**config.mk**
```make
export PLATFORM = sky130hd
export DESIGN_NAME = plm_front
export DESIGN_NICKNAME = d
export VERILOG_FILES = /design/src/rtl/core/plm_pkg.sv /design/src/rtl/core/plm_front.sv
export SDC_FILE = /design/constraint.sdc
export NUM_CORES = 1
export LEC_CHECK = 0
export BUFFER_PORTS_ARGS = -buffer_cell sky130_fd_sc_hd__clkbuf_2
export CORE_AREA = 2 2 104 106
export DETAILED_ROUTE_END_ITERATION = 6
export DIE_AREA = 0 0 106 108
export PLACE_DENSITY_LB_ADDON = 0.05
export SLEW_MARGIN = 5
export SYNTH_ARGS = -nofsm -noshare
export SYNTH_HDL_FRONTEND = slang
export SYNTH_SLANG_ARGS = --single-unit
```
**constraint.sdc**
```tcl
create_clock -name vclk -period 2.5
set_input_delay 0.25 -clock vclk [all_inputs]
set_output_delay 0.25 -clock vclk [all_outputs]
set_load 0.05 [all_outputs]
```
**src/rtl/core/plm_pkg.sv**
```systemverilog
// Shared types, constants and helpers of the Poly1305 authenticator.
package plm_pkg;

  localparam int LimbW = 26;
  localparam int AccW  = 27;
  localparam logic [63:0] ClampLo = 64'h0ffffffc0fffffff;
  localparam logic [63:0] ClampHi = 64'h0ffffffc0ffffffc;

  // Key register indexes on the configuration port.
  localparam logic [1:0] RegRLow  = 2'd0;
  localparam logic [1:0] RegRHigh = 2'd1;
  localparam logic [1:0] RegSLow  = 2'd2;
  localparam logic [1:0] RegSHigh = 2'd3;

  typedef logic [4:0][LimbW-1:0] limbs_t;

  // One classified block handed from the front end to the multiply engine.
  typedef struct packed {
    logic [63:0] lo;
    logic [63:0] hi;
    logic        top;
    logic        absorb;
    logic        last;
  } entry_t;

  // Splits a 129-bit value into five base 2^26 limbs.
  function automatic limbs_t split_limbs(logic [63:0] lo, logic [63:0] hi, logic top);
    limbs_t l;
    l[0] = lo[25:0];
    l[1] = lo[51:26];
    l[2] = {hi[13:0], lo[63:52]};
    l[3] = hi[39:14];
    l[4] = {1'b0, top, hi[63:40]};
    return l;
  endfunction

endpackage

```
**src/rtl/core/plm_front.sv**
```systemverilog
// Front end: takes input words, pads partial blocks and classifies them.
module plm_front (
  input  logic               s_tvalid_i,
  output logic               s_tready_o,
  input  logic [63:0]        blk_lo_i,
  input  logic [63:0]        blk_hi_i,
  input  logic [4:0]         byte_count_i,
  input  logic               is_last_i,
  input  logic               q_full_i,
  output logic               q_push_o,
  output plm_pkg::entry_t    q_entry_o
);
  import plm_pkg::*;

  logic [5:0]  sh;
  logic [63:0] mask;
  logic [63:0] one_bit;

  assign s_tready_o = !q_full_i;
  assign q_push_o   = s_tvalid_i && !q_full_i;

  always_comb begin
    sh      = {byte_count_i[2:0], 3'b000};
    mask    = (64'd1 << sh) - 64'd1;
    one_bit = 64'd1 << sh;
    q_entry_o.last   = is_last_i;
    q_entry_o.lo     = blk_lo_i;
    q_entry_o.hi     = blk_hi_i;
    q_entry_o.top    = 1'b0;
    q_entry_o.absorb = 1'b1;
    if (byte_count_i >= 5'd16) begin
      q_entry_o.top = 1'b1;
    end else if (byte_count_i == 5'd0) begin
      q_entry_o.absorb = 1'b0;
    end else if (byte_count_i < 5'd8) begin
      // The 0x01 pad byte lands right after the last valid byte.
      q_entry_o.lo = (blk_lo_i & mask) | one_bit;
      q_entry_o.hi = 64'd0;
    end else begin
      q_entry_o.hi = (blk_hi_i & mask) | one_bit;
    end
  end

endmodule

```
# Word level (Yosys, flattened, before mapping)
# Cells that the tools add are included.
# W data, S select, Z words.
[word_totals] ff_bits=0 in_bits=136 output_inout_bits=133 wordCells=18
[op_classes] n_addsub=1 n_lt_le_gt_ge=2 n_shift=1 mux=7 bitwise_logic=4 reduce_logical=3
[ops] cell="$mux W128" n=2
[ops] cell="$and A64 B64 Y64" n=2
[ops] cell="$mux W64" n=2
[ops] cell="$or A64 B64 Y64" n=2
[ops] cell="$shl A1 B6 Y64 const A" n=1
[ops] cell="$sub A64 B1 Y64 const B" n=1
[ops] cell="$ge A5 B5 Y1 const B" n=1
[ops] cell="$logic_not A5 Y1" n=1
[ops] cell="$lt A5 B4 Y1 const B" n=1
[ops] cell="$mux W1" n=3
[ops] cell="$logic_and A1 B1 Y1" n=1
[ops] cell="$logic_not A1 Y1" n=1

# Longest topological paths before layout
[depth] ltp_word=7 ltp_mapped=9 mapped_depth_nobuf=6

# Worst setup path after synthesis
# No wires, ideal clock.
[synth_timing] path_kind="input port to output port" from="input byte_count_i[3]" to="output q_entry_o[35] in the netlist's numbering" arrival_time_ps=2677 required_time_ps=2250 slack_ps=-427 stages=4 n_path_buf=2 path_cell_list="buf_2 buf_1 nand2_1 o311ai_0"
[synth_rtl] element="start: declaration" line="plm_front.sv:7" rtl="input logic [4:0] byte_count_i,"
[synth_rtl] element="end: declaration" line="plm_front.sv:11" rtl="output plm_pkg::entry_t q_entry_o"

==> impl_results.md <==
* Status: completed
* CLK BUF at 0
* Syn Std Cell Area at 1360 sq um
* Setup tns final at 0 ns
* Total iterations of the first detailed-routing run at 4
* Ys Warns at 0
* Synth Area in Adders at 0.920%
* Largest family of logic cells by synthesized area: simple AND/OR/NAND/NOR gates
* Unrepaired setup endpoints after global routing: no
* Critical Path Max Stage Delay at 0.85 ns
* Die width at 106 microns
* Pre-CTS setup slack at 0.210 ns
* Compound-Gate Fraction of Synth Area at 24.9%
* Relative slew slack at 32.0%
* Starting Density at 13.3%
* Overall Global Routing Usage at 11.1%
* Max cap viols at 0
* Critical Path, Cell by Cell: clkbuf_2, buf_4, and3_1, a211oi_1, nor2b_1, clkbuf_2
* Post-CTS Setup Bufs at 0
* CTS resizes at 0
* IO Pins at 269
* DR vias at 2426
* First-pass GRT wire length at 10400 microns
* Crit path max-delay cell type: a211oi_1
* Share of cells above drive strength 1 at 59.4%
* Grt ovf at 0
* Worst Tran Pin Value at 1.01 ns
* Top-count cell post-synth: nor2b_1
* Final setup violating endpoints at 0
* P_leak at 1.62 nW
* Avg Synthesized Cell Area at 6.15 sq um
* Cell count after synthesis at 221
* RePlAce Congestion at 0.676
* Die ar. at 11400 sq um
* Sequential-to-total area share from yosys stat at 0%
* Critical path arrival at 2.03 ns
* WL per Instance at 12.3 microns
* Via/cell ratio at 4.04
* Total power at 0.980 mW
* P per Cell Area at 341 nW/um^2
* Period utilization at 91.2%
* Synth Area in Simple Gates at 63.8%
* Worst path required time at 2.25 ns
* Number of diodes at 0
* Hold Fails Final Rpt at 0
* Iter 0 DRT Violations at 72
* Hold crit path type: in2out
* Post-Syn Nets at 358
* Netlist cell types at 41
* Fin nets at 604
* Cell row count at 37
* Core area at 10200 sq um
* Drt total wl at 7370 microns
* DP Wirelength at 6580 microns
* Port bufs at 251
* FF+latch count at 0
* Placed Instances at 601
* Startpoint types: input pin
* Synth top area cells: nor2b_1 (24%), and2_1 (23%), o21ai_0 (4.4%), clkbuf_1 (4.1%), a21boi_0 (3.9%)
* DR DRC count at 0
* Reg area at 0 sq um
* Synth area leader: nor2b_1
* Final number of max-transition violations at 0
* Family with the most delay on the worst path: compound AO/OA/AOI/OAI gates
* Multiplexer share of the synthesized area at 0%
* Most used cell, CP: clkbuf_2
* Peak VDD IR at 0.000113 V
* Yosys top cell area share at 23.9%
* Vias in the first global route at 2126
* Finished Layout Cells at 601
* Setup ws final at 0.219 ns
* Tmin final at 2.28 ns
* CP Capture Type: output pin
* Xor/xnor share of the synthesized area at 1.29%
* CP Class: in2out
* Largest fanout on the critical path at 17
* Pin count of the biggest net entering global routing at 21
* Antenna violations before repair at 0
* Synth-to-layout area growth at 111%
* Routed Antenna Nets at 0
* Die height at 108 microns
* Final Core Density at 28.1%
* Synth top cells by count: nor2b_1 (52), and2_1 (51), clkbuf_1 (15)
* Post-CTS Hold Fix Bufs at 0
* WP buf/inv at 3
* Fmax at 0.438 GHz
cell usage in the layout, fill, tap and decap left out, drive strengths merged, types with 4 or more instances in the layout:
cell | synthesis | final
buf | 9 | 20
and2 | 51 | 51
a21boi | 7 | 7
a211oi | 4 | 4
nor3 | 4 | 4
nand3 | 5 | 5
clkbuf | 15 | 248
nor2 | 6 | 6
inv | 6 | 6
nand2 | 9 | 9
nor2b | 52 | 52
a21oi | 4 | 4
o21ai | 12 | 12
kinds of logic (layout without fill, tap and decap cells):
logic type                 count (synthesis)  after routing
AOI/OAI and AO/OA                         47             47
xor gates and xnor gates                   2              2
adders and majority gates                  1              1
buffers and inverters                     30            274
and+or+nand+nor                          141            141
stage by stage:
stage	hold WS [ns]	instance area (sq um)
5_1_grt	0.500	2870
3_5_place_dp	0.500	2870
4_1_cts	0.500	2870
3_3_place_gp	0.500	2870
2_1_floorplan	0.667	1360
6_report	0.500	2870
final cells by class:
class / count / area, sq um
fillers: 1148 / 7360
multi-input cells: 191 / 1240
well taps: 136 / 170
repair buffers: 268 / 1440
inverters: 6 / 22.5
metal layers:
| layer | share of wire (%) | wire, microns | track usage (%) | vias to the layer above |
|---|---|---|---|---|
| met5 | 0 | 0 | 0 | - |
| met4 | 0.46 | 34 | 0.470 | 0 |
| met3 | 8.6 | 636 | 1.39 | 4 |
| met2 | 54 | 3950 | 23.6 | 150 |
| met1 | 37 | 2750 | 12.1 | 1052 |
| li1 | - | - | - | 1220 |
worst paths after layout:
| kind | start | to | slack [ns] | cells after the start |
|---|---|---|---|---|
| setup / recovery | byte_count_i[1] | q_entry_o[56] | 0.22 | 6 |
| hold / removal | blk_lo_i[7] | q_entry_o[74] | 0.50 | 0 |
power by group:
group	total [mW]	internal [mW]	switching, mW
combinational	0.980	0.277	0.703
sequential	0	0	0
clock	0	0	0
Note: power is estimated with default switching activity, not from simulation.
