[config.mk]
export PLATFORM = sky130hd
export DESIGN_NAME = plm_fifo
export DESIGN_NICKNAME = d
export VERILOG_FILES = /design/src/rtl/core/plm_pkg.sv /design/src/rtl/core/plm_fifo.sv
export SDC_FILE = /design/constraint.sdc
export NUM_CORES = 1
export LEC_CHECK = 0
export BUFFER_PORTS_ARGS = -buffer_cell sky130_fd_sc_hd__buf_2
export CORE_MARGIN = 2
export CORE_UTILIZATION = 40
export CTS_CLUSTER_DIAMETER = 60
export CTS_CLUSTER_SIZE = 12
export DETAILED_ROUTE_END_ITERATION = 10
export PLACE_DENSITY = 0.66
export SLEW_MARGIN = 20
export SYNTH_ARGS = -nofsm -noshare
export SYNTH_HDL_FRONTEND = slang
export SYNTH_SLANG_ARGS = --single-unit
[constraint.sdc]
create_clock -name clk_i -period 7.24 [get_ports clk_i]
set_input_delay 0.724 -clock clk_i [delete_from_list [all_inputs] [get_ports clk_i]]
set_output_delay 0.724 -clock clk_i [all_outputs]
set_load 0.01 [all_outputs]
[src/rtl/core/plm_pkg.sv]
// Shared types, constants and helpers of the Poly1305 authenticator.
package plm_pkg;

  localparam int LimbW = 26;
  localparam int AccW  = 27;
  localparam logic [63:0] ClampLo = 64'h0ffffffc0fffffff;
  localparam logic [63:0] ClampHi = 64'h0ffffffc0ffffffc;

  // Key register indexes on the configuration port.
  localparam logic [1:0] RegRLow  = 2'd0;
  localparam logic [1:0] RegRHigh = 2'd1;
  localparam logic [1:0] RegSLow  = 2'd2;
  localparam logic [1:0] RegSHigh = 2'd3;

  typedef logic [4:0][LimbW-1:0] limbs_t;

  // One classified block handed from the front end to the multiply engine.
  typedef struct packed {
    logic [63:0] lo;
    logic [63:0] hi;
    logic        top;
    logic        absorb;
    logic        last;
  } entry_t;

  // Splits a 129-bit value into five base 2^26 limbs.
  function automatic limbs_t split_limbs(logic [63:0] lo, logic [63:0] hi, logic top);
    limbs_t l;
    l[0] = lo[25:0];
    l[1] = lo[51:26];
    l[2] = {hi[13:0], lo[63:52]};
    l[3] = hi[39:14];
    l[4] = {1'b0, top, hi[63:40]};
    return l;
  endfunction

endpackage

[src/rtl/core/plm_fifo.sv]
// Two-word queue between the front end and the multiply engine.
module plm_fifo (
  input  logic            clk_i,
  input  logic            rst_ni,
  input  logic            push_i,
  input  plm_pkg::entry_t din_i,
  input  logic            pop_i,
  output plm_pkg::entry_t dout_o,
  output logic            full_o,
  output logic            empty_o
);
  import plm_pkg::*;

  entry_t     mem_q [2];
  logic       wp_q, rp_q;
  logic [1:0] cnt_q;

  assign full_o  = cnt_q == 2'd2;
  assign empty_o = cnt_q == 2'd0;
  assign dout_o  = mem_q[rp_q];

  always_ff @(posedge clk_i) begin
    if (push_i) begin
      mem_q[wp_q] <= din_i;
    end
  end

  always_ff @(posedge clk_i or negedge rst_ni) begin
    if (!rst_ni) begin
      wp_q  <= 1'b0;
      rp_q  <= 1'b0;
      cnt_q <= 2'd0;
    end else begin
      if (push_i) wp_q <= !wp_q;
      if (pop_i) rp_q <= !rp_q;
      cnt_q <= cnt_q + {1'b0, push_i} - {1'b0, pop_i};
    end
  end

endmodule

# --- Word-level counts from Yosys, hierarchy flattened ---
# Memory sizes are Yosys's and may differ from the RTL's.
# Index checks and enable logic that the tools add are counted.
op_classes:
  eq_ne: 1
  n_reduce_logical: 3
  mux: 2
  addsub: 2
op_table:
  columns: ["cell", "n"]
  rows:
  - ["2-bit by 1-bit adder with 2-bit output", 1]
  - ["2-bit equality test, second input constant", 1]
  - ["1-bit logical NOT", 2]
  - ["2-bit logical NOT", 1]
  - ["1-bit two-way mux", 2]
  - ["2-bit by 1-bit subtractor with 2-bit output", 1]
word_totals:
  regBits: 4
  mem_count: 1
  input_bits: 135
  ramBits: 262
  elab_cells: 12
mem_list:
  columns: ["memory", "words", "width", "read_ports", "rd_clocked_by_memory_dff", "wr", "line", "source"]
  rows:
  - ["mem_q", 2, 131, 1, 0, 1, "plm_fifo.sv:14", "entry_t mem_q [2];"]

# --- Logic depth before layout (Yosys ltp) ---
# Gate-level depths: netlist (run 1).
depth:
  depth_word: 2
  depth_mapped: 5
  mapped_depth_nobuf: 5

# --- Worst setup path before layout (run 1) ---
# OpenSTA, ideal clock, no wires.
synth_timing:
  path_kind: "input port to flip-flop"
  startpoint: "in push_i"
  endpoint: "mem mem_q[0][0] (netlist name), enable pin"
  arrival_time_ns: 6.400
  stages: 1
  path_buffers: 0
  path_slack_ns: 0.201
  setup_time_ns: 0.638
  cell_sequence: "nor2b_1"
synth_via:
  elab_chain_len: 2
synth_lines:
  columns: ["item", "line", "source"]
  rows:
  - ["from (decl)", "plm_fifo.sv:5", "input logic push_i,"]
  - ["1-bit two-way mux", "plm_fifo.sv:23", "if (push_i) begin"]
  - ["1-bit two-way mux (not written as such)", "plm_fifo.sv:24", "mem_q[wp_q] <= din_i;"]
  - ["to (decl)", "plm_fifo.sv:14", null]
# No other way between the ends.

==> results of run 1 <==
metrics by stage:
step | total power (uW) | hold slack (ns) | setup slack [ns] | cell area (um^2)
CTS | 4880 | 0.363 | 3.42 | 12400
global route | 5040 | 0.361 | 3.32 | 12400
detailed placement | 3650 | 0.542 | 3.98 | 11600
floorplan | 3220 | 0.428 | 0.201 | 9980
finish | 4790 | 0.394 | 3.49 | 12400
global placement | 3610 | 0.542 | 4.05 | 11600
cell families (layout without fill, tap and decap cells):
logic type,after synthesis,after routing,share of synthesized area
multiplexers,131,131,0.178
AND/OR/NAND/NOR,4,4,0.00226
buffers and inverters,17,316,0.0149
XOR/XNOR,3,3,0.00414
flip-flops,266,266,0.798
other,0,2,0
adder cells (fa/ha/maj),2,2,0.00251
metal layers:
| metal | up-vias | wire length [um] | global-route usage |
|---|---|---|---|
| met5 | - | 0 | 0 |
| met4 | 0 | 316 | 0.0374 |
| met3 | 29 | 1640 | 0.0467 |
| met2 | 181 | 9670 | 0.239 |
| met1 | 2374 | 7410 | 0.169 |
| li1 | 2264 | - | - |
state kept, by name, summed over array words and instances, names as in the netlist:
name	flops
mem_q	262
rp_q	1
cnt_q	2
wp_q	1
worst register-to-register path: stages (launching register included):
cell and delay, ns:
dfrtp_1 0.42, and2_4 0.69, buf_4 0.97
layout by cell type, fill, tap and decap left out, types with 2 or more instances in the layout:
cell type / instances
buf_2: 267
buf_4: 5
clkbuf_1: 10
clkbuf_16: 27
clkinv_4: 2
dfrtp_1: 3
diode_2: 2
edfxtp_1: 262
ha_1: 2
inv_1: 2
mux2_2: 51
mux2_4: 80
xor2_1: 2
synthesized netlist by cell type:
master | n | area share
nor2_1 | 1 | 0.00038
buf_2 | 5 | 0.0025
and2_1 | 1 | 0.00063
dfrtp_1 | 4 | 0.010
ha_1 | 2 | 0.0025
mux2_2 | 51 | 0.058
edfxtp_1 | 262 | 0.79
mux2_4 | 80 | 0.12
buf_8 | 1 | 0.0015
nor2b_1 | 2 | 0.0013
buf_6 | 9 | 0.010
inv_1 | 2 | 0.00075
xor2_1 | 2 | 0.0018
xor3_1 | 1 | 0.0024
cell type report:
class,count,area (um^2)
Antenna cell,2,5.00
Clock buffer,37,713
Clock inverter,4,30.0
Fill cell,2046,12000
Inverter,2,7.51
Multi-Input combinational cell,140,1870
Sequential cell,266,7970
Tap cell,324,405
Timing Repair Buffer,273,1380
path summary, 6_finish.rpt:
kind,start,endpoint
worst max-delay path,rp_q$_DFFE_PN0P_,dout_o[125]
worst min-delay path,din_i[87],mem_q[0][87]$_DFFE_PP_
worst max register to register,wp_q$_DFFE_PN0P_,mem_q[1][3]$_DFFE_PP_
worst min register to register,wp_q$_DFFE_PN0P_,wp_q$_DFFE_PN0P_
max in group asynchronous,rst_ni,rp_q$_DFFE_PN0P_
min in group asynchronous,rst_ni,cnt_q[0]$_DFF_PN0_
power groups by stage:
stage	clock network [uW]	registers, uW	logic, uW
6_report	1200	2190	1400
3_5_place_dp	0	2230	1430
2_1_floorplan	0	2180	1040
4_1_cts	1250	2190	1430
5_1_grt	1320	2220	1500
3_3_place_gp	0	2210	1400
==> impl_metrics.py, run 1 <==
metrics = {
    "outcome": {
        "status": "finished, final reports clean",
    },
    "run": {
        "cap_violations": 0,
    },
    "setup_path": {
        "critPathLaunchType": "flop",
        "critPathKind": "flop to primary output",
        "path_cells": "buf_4 -> mux2_2 -> buf_2",
        "cp.depth": 3,
        "slowest_stage": "dfrtp_4",
        "cp.required_ns": 6.52,
        "endpoint_kind": "primary output",
        "crit_family": "buffers and inverters",
        "worstPathArrival_ns": 3.02,
        "reg2reg_setup_slack_ns": 4.71,
        "cp_max_fo": 66,
        "reg2regPathDepth": 2,
        "path_buf_inv": 2,
        "slowest_delay_ns": 0.94,
    },
    "detailed_routing": {
        "routed_wl_um": 19000,
        "drtAntennaViolNets": 0,
        "wire_per_inst_um": 18.2,
        "drt-initial-drc-count": 267,
        "firstDrtPassIters": 4,
        "vias": 4848,
        "drc": 0,
        "via_per_inst": 4.63,
    },
    "clock_network": {
        "root_buffer": "clkbuf_16",
        "cts_num_sinks": 266,
        "cts_made_buffers": 27,
        "ctsResizeCount": 0,
        "cts.clk_slew.worst_paths_ns": 0.06,
        "worstSkewPairLatency_ns": 0.51,
        "cts_setup_buffers": 0,
        "clockBufferDepth": 3,
        "htree_levels": 1,
        "holdBufCountCts": 1,
        "cts_tree": "done",
    },
    "timing": {
        "drv_slew": 0,
        "hold_viol_final": 0,
        "setup_viol": 0,
        "tns_ns": 0,
        "rsz0062_at_grt": "false",
        "fin_crit_ns": 3.75,
        "finalCritPeriodShare": 0.518,
        "worst_clock_skew_ns": 0.0101,
        "max_freq_mhz": 267,
        "max_slew_margin": 0.316,
        "tightest_slew_ns": 1.03,
    },
    "global_route": {
        "grt_first_pass_wirelength_um": 28400,
        "first_global_vias": 5177,
        "overflow": 0,
        "grtUsageTotal": 0.139,
        "antenna_found_initial": 3,
        "grt_max_degree": 74,
    },
    "layout": {
        "final_net_count": 847,
        "layout-drive-gt1-share": 0.605,
        "area_delta_synth_final_pct": 24.1,
        "final_util": 0.508,
        "final_cells": 1048,
    },
    "worst_hold_path": {
        "hp-class": "primary input to flop",
        "min_path_cells": 1,
    },
    "synthesis": {
        "ys_types": 14,
        "ys_ff_latch": 266,
        "netlist_instances": 423,
        "synth.net_count": 560,
        "synth.cell_area_mm2": 0.00998,
        "avgSynthCellArea_um2": 23.6,
        "yosysWarnings": 0,
        "synth_seq_area_share": 0.798,
    },
    "floorplanning": {
        "fp.dieW_um": 162,
        "core_mm2": 0.0244,
        "fp-row-count": 57,
        "pin_count": 268,
        "start_util": 0.409,
        "dieArea_mm2": 0.0262,
        "die_y_um": 162,
    },
    "placement": {
        "routabilityCongestion": 0.744,
        "placed_cells": 1004,
        "port_buffers": 267,
        "dp_hpwl_um": 12800,
    },
    "power": {
        "p_clk_frac": 0.251,
        "power_switching_uw": 1350,
        "sw_frac_of_total": 0.281,
        "peakVddDrop_mv": 0.261,
        "p_per_area_mw_per_mm2": 387,
        "power_leakage_uw": 0.00487,
        "power.internal_uw": 3450,
        "combPwrFrac": 0.292,
        "p_seq_frac": 0.456,
    },
}
(Power assumes the default switching activity.)
==> run 2, diff against run 1 <==
--- a/config.mk
+++ b/config.mk
@@ -11,7 +11,6 @@
 export CTS_CLUSTER_DIAMETER = 60
 export CTS_CLUSTER_SIZE = 12
 export DETAILED_ROUTE_END_ITERATION = 10
-export PLACE_DENSITY = 0.66
 export SLEW_MARGIN = 20
 export SYNTH_ARGS = -nofsm -noshare
 export SYNTH_HDL_FRONTEND = slang
==> constraint.sdc (replaced) <==
create_clock -name clk_i -period 3.75 [get_ports clk_i]
set_input_delay 0.375 -clock clk_i [delete_from_list [all_inputs] [get_ports clk_i]]
set_output_delay 0.375 -clock clk_i [all_outputs]
set_load 0.01 [all_outputs]
==> run 2 against run 1 <==
First-iteration DRC count up 1.9%. Total power rose by 96%. Utilization up 0.37 points. Largest power group unchanged. Critical path depth unchanged. Routed wire length fell by 1.6%. Worst setup slack got worse by 2.4 ns. Via count rose by 1.8%. Non-clock buffer count rose by 1. Cell count is 0.29% higher. Count of clock-buffer cells in the layout unchanged. Critical endpoint is now dout_o[17].
==> impl_metrics.py, run 2 (same netlist as run 1, synthesis figures left out) <==
metrics = {
    "floorplanning": {
        "fp-row-count": 57,
        "start_util": 0.409,
        "dieArea_mm2": 0.0262,
        "core_mm2": 0.0244,
        "fp.dieW_um": 162,
        "die_y_um": 162,
        "pin_count": 268,
    },
    "clock_network": {
        "htree_levels": 1,
        "cts_num_sinks": 266,
        "root_buffer": "clkbuf_16",
        "cts.clk_slew.worst_paths_ns": 0.06,
        "worstSkewPairLatency_ns": 0.52,
        "cts_tree": "done",
        "ctsResizeCount": 0,
        "clockBufferDepth": 3,
        "cts_made_buffers": 27,
    },
    "global_route": {
        "antenna_found_initial": 2,
        "grtUsageTotal": 0.138,
        "overflow": 0,
        "grt_max_degree": 84,
        "grt_first_pass_wirelength_um": 28400,
        "first_global_vias": 5242,
    },
    "power": {
        "power_leakage_uw": 0.00491,
        "fin_total_pwr_uw": 9370,
        "power_switching_uw": 2620,
        "p_seq_frac": 0.444,
        "power.internal_uw": 6750,
        "combPwrFrac": 0.300,
        "p_per_area_mw_per_mm2": 751,
        "p_clk_frac": 0.257,
        "peakVddDrop_mv": 0.353,
        "sw_frac_of_total": 0.280,
    },
    "timing": {
        "hold_viol_final": 0,
        "finalCritPeriodShare": 0.699,
        "max_freq_mhz": 381,
        "worst_clock_skew_ns": 0.00958,
        "drv_slew": 0,
        "tightest_slew_ns": 0.870,
        "rsz0062_at_grt": "false",
        "setup_viol": 0,
        "tns_ns": 0,
        "max_slew_margin": 0.420,
        "fin_crit_ns": 2.62,
    },
    "setup_path": {
        "worstPathArrival_ns": 2.25,
        "critPathLaunchType": "flop",
        "reg2regPathDepth": 2,
        "reg2reg_setup_slack_ns": 1.70,
        "r2r_start": "wp_q$_DFFE_PN0P_",
        "endpoint_kind": "primary output",
        "cp_max_fo": 57,
        "reg2reg_to": "mem_q[1][3]$_DFFE_PP_",
        "cp.required_ns": 3.38,
        "critPathKind": "flop to primary output",
    },
    "run": {
        "cap_violations": 0,
    },
    "layout": {
        "most-common-layout-cells": "267 x buf_2, 262 x edfxtp_1, 80 x mux2_4",
        "multi_input_area_mm2": 0.00187,
        "largest_reg_flops": 262,
        "final_net_count": 848,
        "n_fill_cell": 2067,
        "layout-drive-gt1-share": 0.606,
        "final_util": 0.512,
        "largest_register": "mem_q",
        "largest_registers": "mem_q (262), cnt_q (2)",
        "area_delta_synth_final_pct": 25.1,
        "seq_area_mm2": 0.00797,
        "final_cells": 1051,
        "mostFrequentLayoutCell": "buf_2",
    },
    "worst_hold_path": {
        "min_path_cells": 1,
        "hold_path_end": "mem_q[1][18]$_DFFE_PP_",
        "min_from": "din_i[18]",
        "hp-class": "primary input to flop",
    },
    "outcome": {
        "status": "finished, final reports clean",
    },
    "detailed_routing": {
        "routed_wl_um": 18700,
        "wire_per_inst_um": 17.8,
        "via_per_inst": 4.70,
        "firstDrtPassIters": 4,
        "drt-initial-drc-count": 272,
        "drtAntennaViolNets": 0,
        "drc": 0,
        "vias": 4936,
    },
    "placement": {
        "routabilityCongestion": 0.738,
        "placed_cells": 1005,
        "port_buffers": 267,
        "dp_hpwl_um": 12600,
    },
}
-- run 2: worst max-delay path, stage by stage, from the launching register on --
cell and delay [ns]:
dfrtp_4 0.75, buf_12 0.36, mux2_2 0.40, buf_2 0.15
-- run 2: layout make-up --
type / count / share of cell area
antenna: 3 / 0.000601
tap: 324 / 0.0325
multi-input combinational: 140 / 0.150
sequential: 266 / 0.639
timing repair buffer: 274 / 0.115
inverter: 2 / 0.000601
clock inverter: 5 / 0.00491
clock buffer: 37 / 0.0571
-- run 2: worst max-delay path by stage --
stage                           startpoint                      end  slack [ns]  cells after the start
final                     rp_q$_DFFE_PN0P_               dout_o[17]        1.13                      3
after global routing      rp_q$_DFFE_PN0P_               dout_o[17]        1.01                      3
after CTS                 rp_q$_DFFE_PN0P_               dout_o[17]        1.07                      3
after detailed placement            push_i  mem_q[1][112]$_DFFE_PP_        1.64                      3
after global placement              push_i    mem_q[1][3]$_DFFE_PP_        1.67                      3
after floorplan           wp_q$_DFFE_PN0P_    mem_q[0][0]$_DFFE_PP_        0.96                      1
-- run 2: stage by stage --
step           hold slack (ns)  worst slack [ns]  area [um^2]
6_report                0.0345              1.13        12500
4_1_cts                0.00732              1.07        12500
2_1_floorplan           0.0794             0.959         9990
3_3_place_gp             0.184              1.67        11700
5_1_grt                 0.0101              1.01        12500
3_5_place_dp             0.189              1.64        11700
-- run 2: metal layers --
metal	wire [um]	vias up	track usage
met5	0	-	0
met4	573	0	0.0463
met3	1470	38	0.0345
met2	9240	210	0.238
met1	7460	2429	0.171
li1	-	2259	-
-- run 2: power groups by stage --
stage | Clock (uW) | Sequential, uW | Combinational [uW]
6_report | 2400 | 4160 | 2810
5_1_grt | 2590 | 4220 | 3010
4_1_cts | 2490 | 4170 | 2870
3_5_place_dp | 0 | 4230 | 2860
3_3_place_gp | 0 | 4200 | 2830
2_1_floorplan | 0 | 4130 | 2010
-- run 2: repair_timing --
| action | 4_1_cts | 5_1_grt |
|---|---|---|
| endpoints found under the hold margin | 4 | 0 |
| setup buffers | 0 | 0 |
| hold buffers | 1 | 0 |
==> run 3, diff against run 2 <==
--- a/config.mk
+++ b/config.mk
@@ -5,6 +5,7 @@
 export SDC_FILE = /design/constraint.sdc
 export NUM_CORES = 1
 export LEC_CHECK = 0
+export ABC_AREA = 1
 export BUFFER_PORTS_ARGS = -buffer_cell sky130_fd_sc_hd__buf_2
 export CORE_MARGIN = 2
 export CORE_UTILIZATION = 40
==> constraint.sdc (replaced) <==
create_clock -name clk_i -period 2.65 [get_ports clk_i]
set_input_delay 0.265 -clock clk_i [delete_from_list [all_inputs] [get_ports clk_i]]
set_output_delay 0.265 -clock clk_i [all_outputs]
set_load 0.01 [all_outputs]
==> run 3 against run 2 <==
Die area rose by 2.1%. Synthesized area rose by 2.1%. Via count rose by 31%. Combinational power rose by 51%. Cell count rose by 39%. Worst setup slack got worse by 0.83 ns. Synthesized cell count rose by 68%. Largest power group unchanged.
==> impl_metrics.py, run 3 <==
metrics = {
    "setup_path": {
        "r2r_start": "wp_q$_DFFE_PN0P_",
        "reg2regPathDepth": 3,
        "cp_max_fo": 61,
        "endpoint_kind": "primary output",
        "reg2reg_to": "mem_q[1][102]$_DFFE_PP_",
        "critPathLaunchType": "flop",
        "worstPathArrival_ns": 2.09,
        "reg2reg_setup_slack_ns": 1.22,
        "cp.required_ns": 2.38,
        "critPathKind": "flop to primary output",
    },
    "layout": {
        "largest_registers": "mem_q (262), cnt_q (2)",
        "antenna_cells": 0,
        "final_util": 0.555,
        "area_delta_synth_final_pct": 36.6,
        "largest_reg_flops": 262,
        "final_net_count": 1258,
        "final_cells": 1466,
        "layout-drive-gt1-share": 0.314,
        "most-common-layout-cells": "267 x buf_2, 262 x edfxtp_1, 137 x inv_1",
        "n_fill_cell": 2060,
        "mostFrequentLayoutCell": "buf_2",
        "largest_register": "mem_q",
    },
    "floorplanning": {
        "dieArea_mm2": 0.0268,
        "die_y_um": 164,
        "start_util": 0.406,
        "core_mm2": 0.0251,
        "fp-row-count": 58,
        "fp.dieW_um": 164,
        "pin_count": 268,
    },
    "global_route": {
        "grt_max_degree": 114,
        "first_global_vias": 6329,
        "overflow": 0,
        "grtUsageTotal": 0.144,
        "grt_first_pass_wirelength_um": 30700,
        "antenna_found_initial": 0,
    },
    "timing": {
        "fin_crit_ns": 2.35,
        "max_slew_margin": 0.638,
        "rsz0062_at_grt": "false",
        "drv_slew": 0,
        "tns_ns": 0,
        "setup_viol": 0,
        "setup_ws_ns": 0.299,
        "hold_viol_final": 0,
        "timing.hold.ws_ns": 0.0723,
        "max_freq_mhz": 425,
        "finalCritPeriodShare": 0.887,
        "worst_clock_skew_ns": 0.0185,
        "tightest_slew_ns": 0.542,
    },
    "power": {
        "power_leakage_uw": 0.00590,
        "p_per_area_mw_per_mm2": 967,
        "peakVddDrop_mv": 0.656,
    },
    "detailed_routing": {
        "firstDrtPassIters": 5,
        "drt-initial-drc-count": 375,
        "wire_per_inst_um": 13.7,
        "vias": 6451,
        "via_per_inst": 4.40,
        "drtAntennaViolNets": 0,
        "drc": 0,
        "routed_wl_um": 20100,
    },
    "synthesis": {
        "yosysWarnings": 0,
        "synth.cell_area_mm2": 0.0102,
        "async_reset_ff_frac": 0.0150,
        "synthFlopType": "edfxtp_1",
        "synth.net_count": 846,
        "synthTopCellsByArea": "edfxtp_1 77%, inv_1 5.1%, nand2_1 5.0%, o21ai_0 4.2%, o21ai_2 3.6%",
        "synth_top_area_cell": "edfxtp_1",
        "synth-edff-count": 262,
        "yosysMostFrequentCell": "edfxtp_1",
        "ys_ff_latch": 266,
        "ys_types": 16,
        "synth_top_area_share": 0.772,
        "avgSynthCellArea_um2": 14.4,
        "netlist_instances": 709,
        "synth_common_cells": "262 x edfxtp_1, 138 x inv_1, 137 x nand2_1",
        "synth_seq_area_share": 0.782,
    },
    "clock_network": {
        "cts_made_buffers": 27,
        "clockBufferDepth": 3,
        "htree_levels": 1,
        "root_buffer": "clkbuf_16",
        "cts_num_sinks": 266,
        "cts.clk_slew.worst_paths_ns": 0.06,
        "ctsResizeCount": 0,
        "worstSkewPairLatency_ns": 0.54,
        "cts_tree": "done",
    },
    "placement": {
        "placed_cells": 1288,
        "port_buffers": 267,
        "pre_cts_ws_ns": 0.827,
        "routabilityCongestion": 0.716,
        "dp_hpwl_um": 12300,
    },
    "worst_hold_path": {
        "hp-class": "primary input to asynchronous set/reset pin",
    },
    "outcome": {
        "status": "finished, final reports clean",
    },
    "run": {
        "cap_violations": 0,
    },
}
run 3: cell types whose count changed after synthesis, sizes merged:
cell	change
inv	+136
buf	+5
clkbuf	+9
nor2b	-2
mux2	-131
o21ai	+131
nand3	+1
and2	-1
nand2	+137
xor3	-1
nor2	+2
run 3: area by class of cell:
type | instances | area, um^2 | share of cell area
Sequential cell | 266 | 7970 | 0.572
Tap cell | 330 | 413 | 0.0296
Inverter | 138 | 522 | 0.0375
Clock inverter | 5 | 46.3 | 0.00332
Timing Repair Buffer | 412 | 2850 | 0.204
Multi-Input combinational cell | 276 | 1400 | 0.100
Clock buffer | 39 | 731 | 0.0525
run 3: worst max path at each step:
stage                          start                    end  slack [ns]  depth (start not counted)
global route        rp_q$_DFFE_PN0P_             dout_o[78]        0.18                          4
finish              rp_q$_DFFE_PN0P_             dout_o[78]        0.30                          4
global placement    rp_q$_DFFE_PN0P_             dout_o[78]        0.84                          4
CTS                 rp_q$_DFFE_PN0P_             dout_o[78]        0.23                          4
floorplan           wp_q$_DFFE_PN0P_  mem_q[1][0]$_DFFE_PP_       -0.17                          2
detailed placement  rp_q$_DFFE_PN0P_             dout_o[78]        0.83                          4
run 3: where the power goes:
group | switching (uW) | leakage (uW) | total (uW) | internal (uW)
registers | 231 | 0.00251 | 5810 | 5580
logic | 2670 | 0.00302 | 4250 | 1580
clock network | 1500 | 0.000375 | 3410 | 1910
total | 4400 | 0.00590 | 13500 | 9070
run 3: metrics by stage:
step	cell area, um^2	total power [uW]
detailed placement	11800	10100
global placement	11800	10000
global route	13900	14300
floorplan	10200	8660
CTS	13900	13700
finish	13900	13500
run 3: routing by layer:
layer,part of all wire,GRT usage,wire (um)
met1,0.41,0.174,8170
met2,0.49,0.251,9880
met3,0.082,0.0452,1650
met4,0.021,0.0363,413
met5,0,0,0
run 3: kinds of logic after synthesis:
logic type | Yosys count | share of synthesized area
DFF | 266 | 0.782
buffers and inverters | 167 | 0.0824
and+or+nand+nor | 141 | 0.0520
AOI/OAI and AO/OA | 131 | 0.0798
xor gates and xnor gates | 2 | 0.00172
adders and majority gates | 2 | 0.00245
run 3: repair_timing:
item | CTS | global route
hold endpoints to repair | 268 | 0
setup buffers | 0 | 0
setup endpoints to repair | 0 | 0
hold buffers | 134 | 0
run 3: worst max-delay path, cell delays in order, from the launching register on:
cell and delay (ns):
dfrtp_4 0.59, buf_12 0.23, buf_12 0.19, o21ai_0 0.31
buf_2 0.20
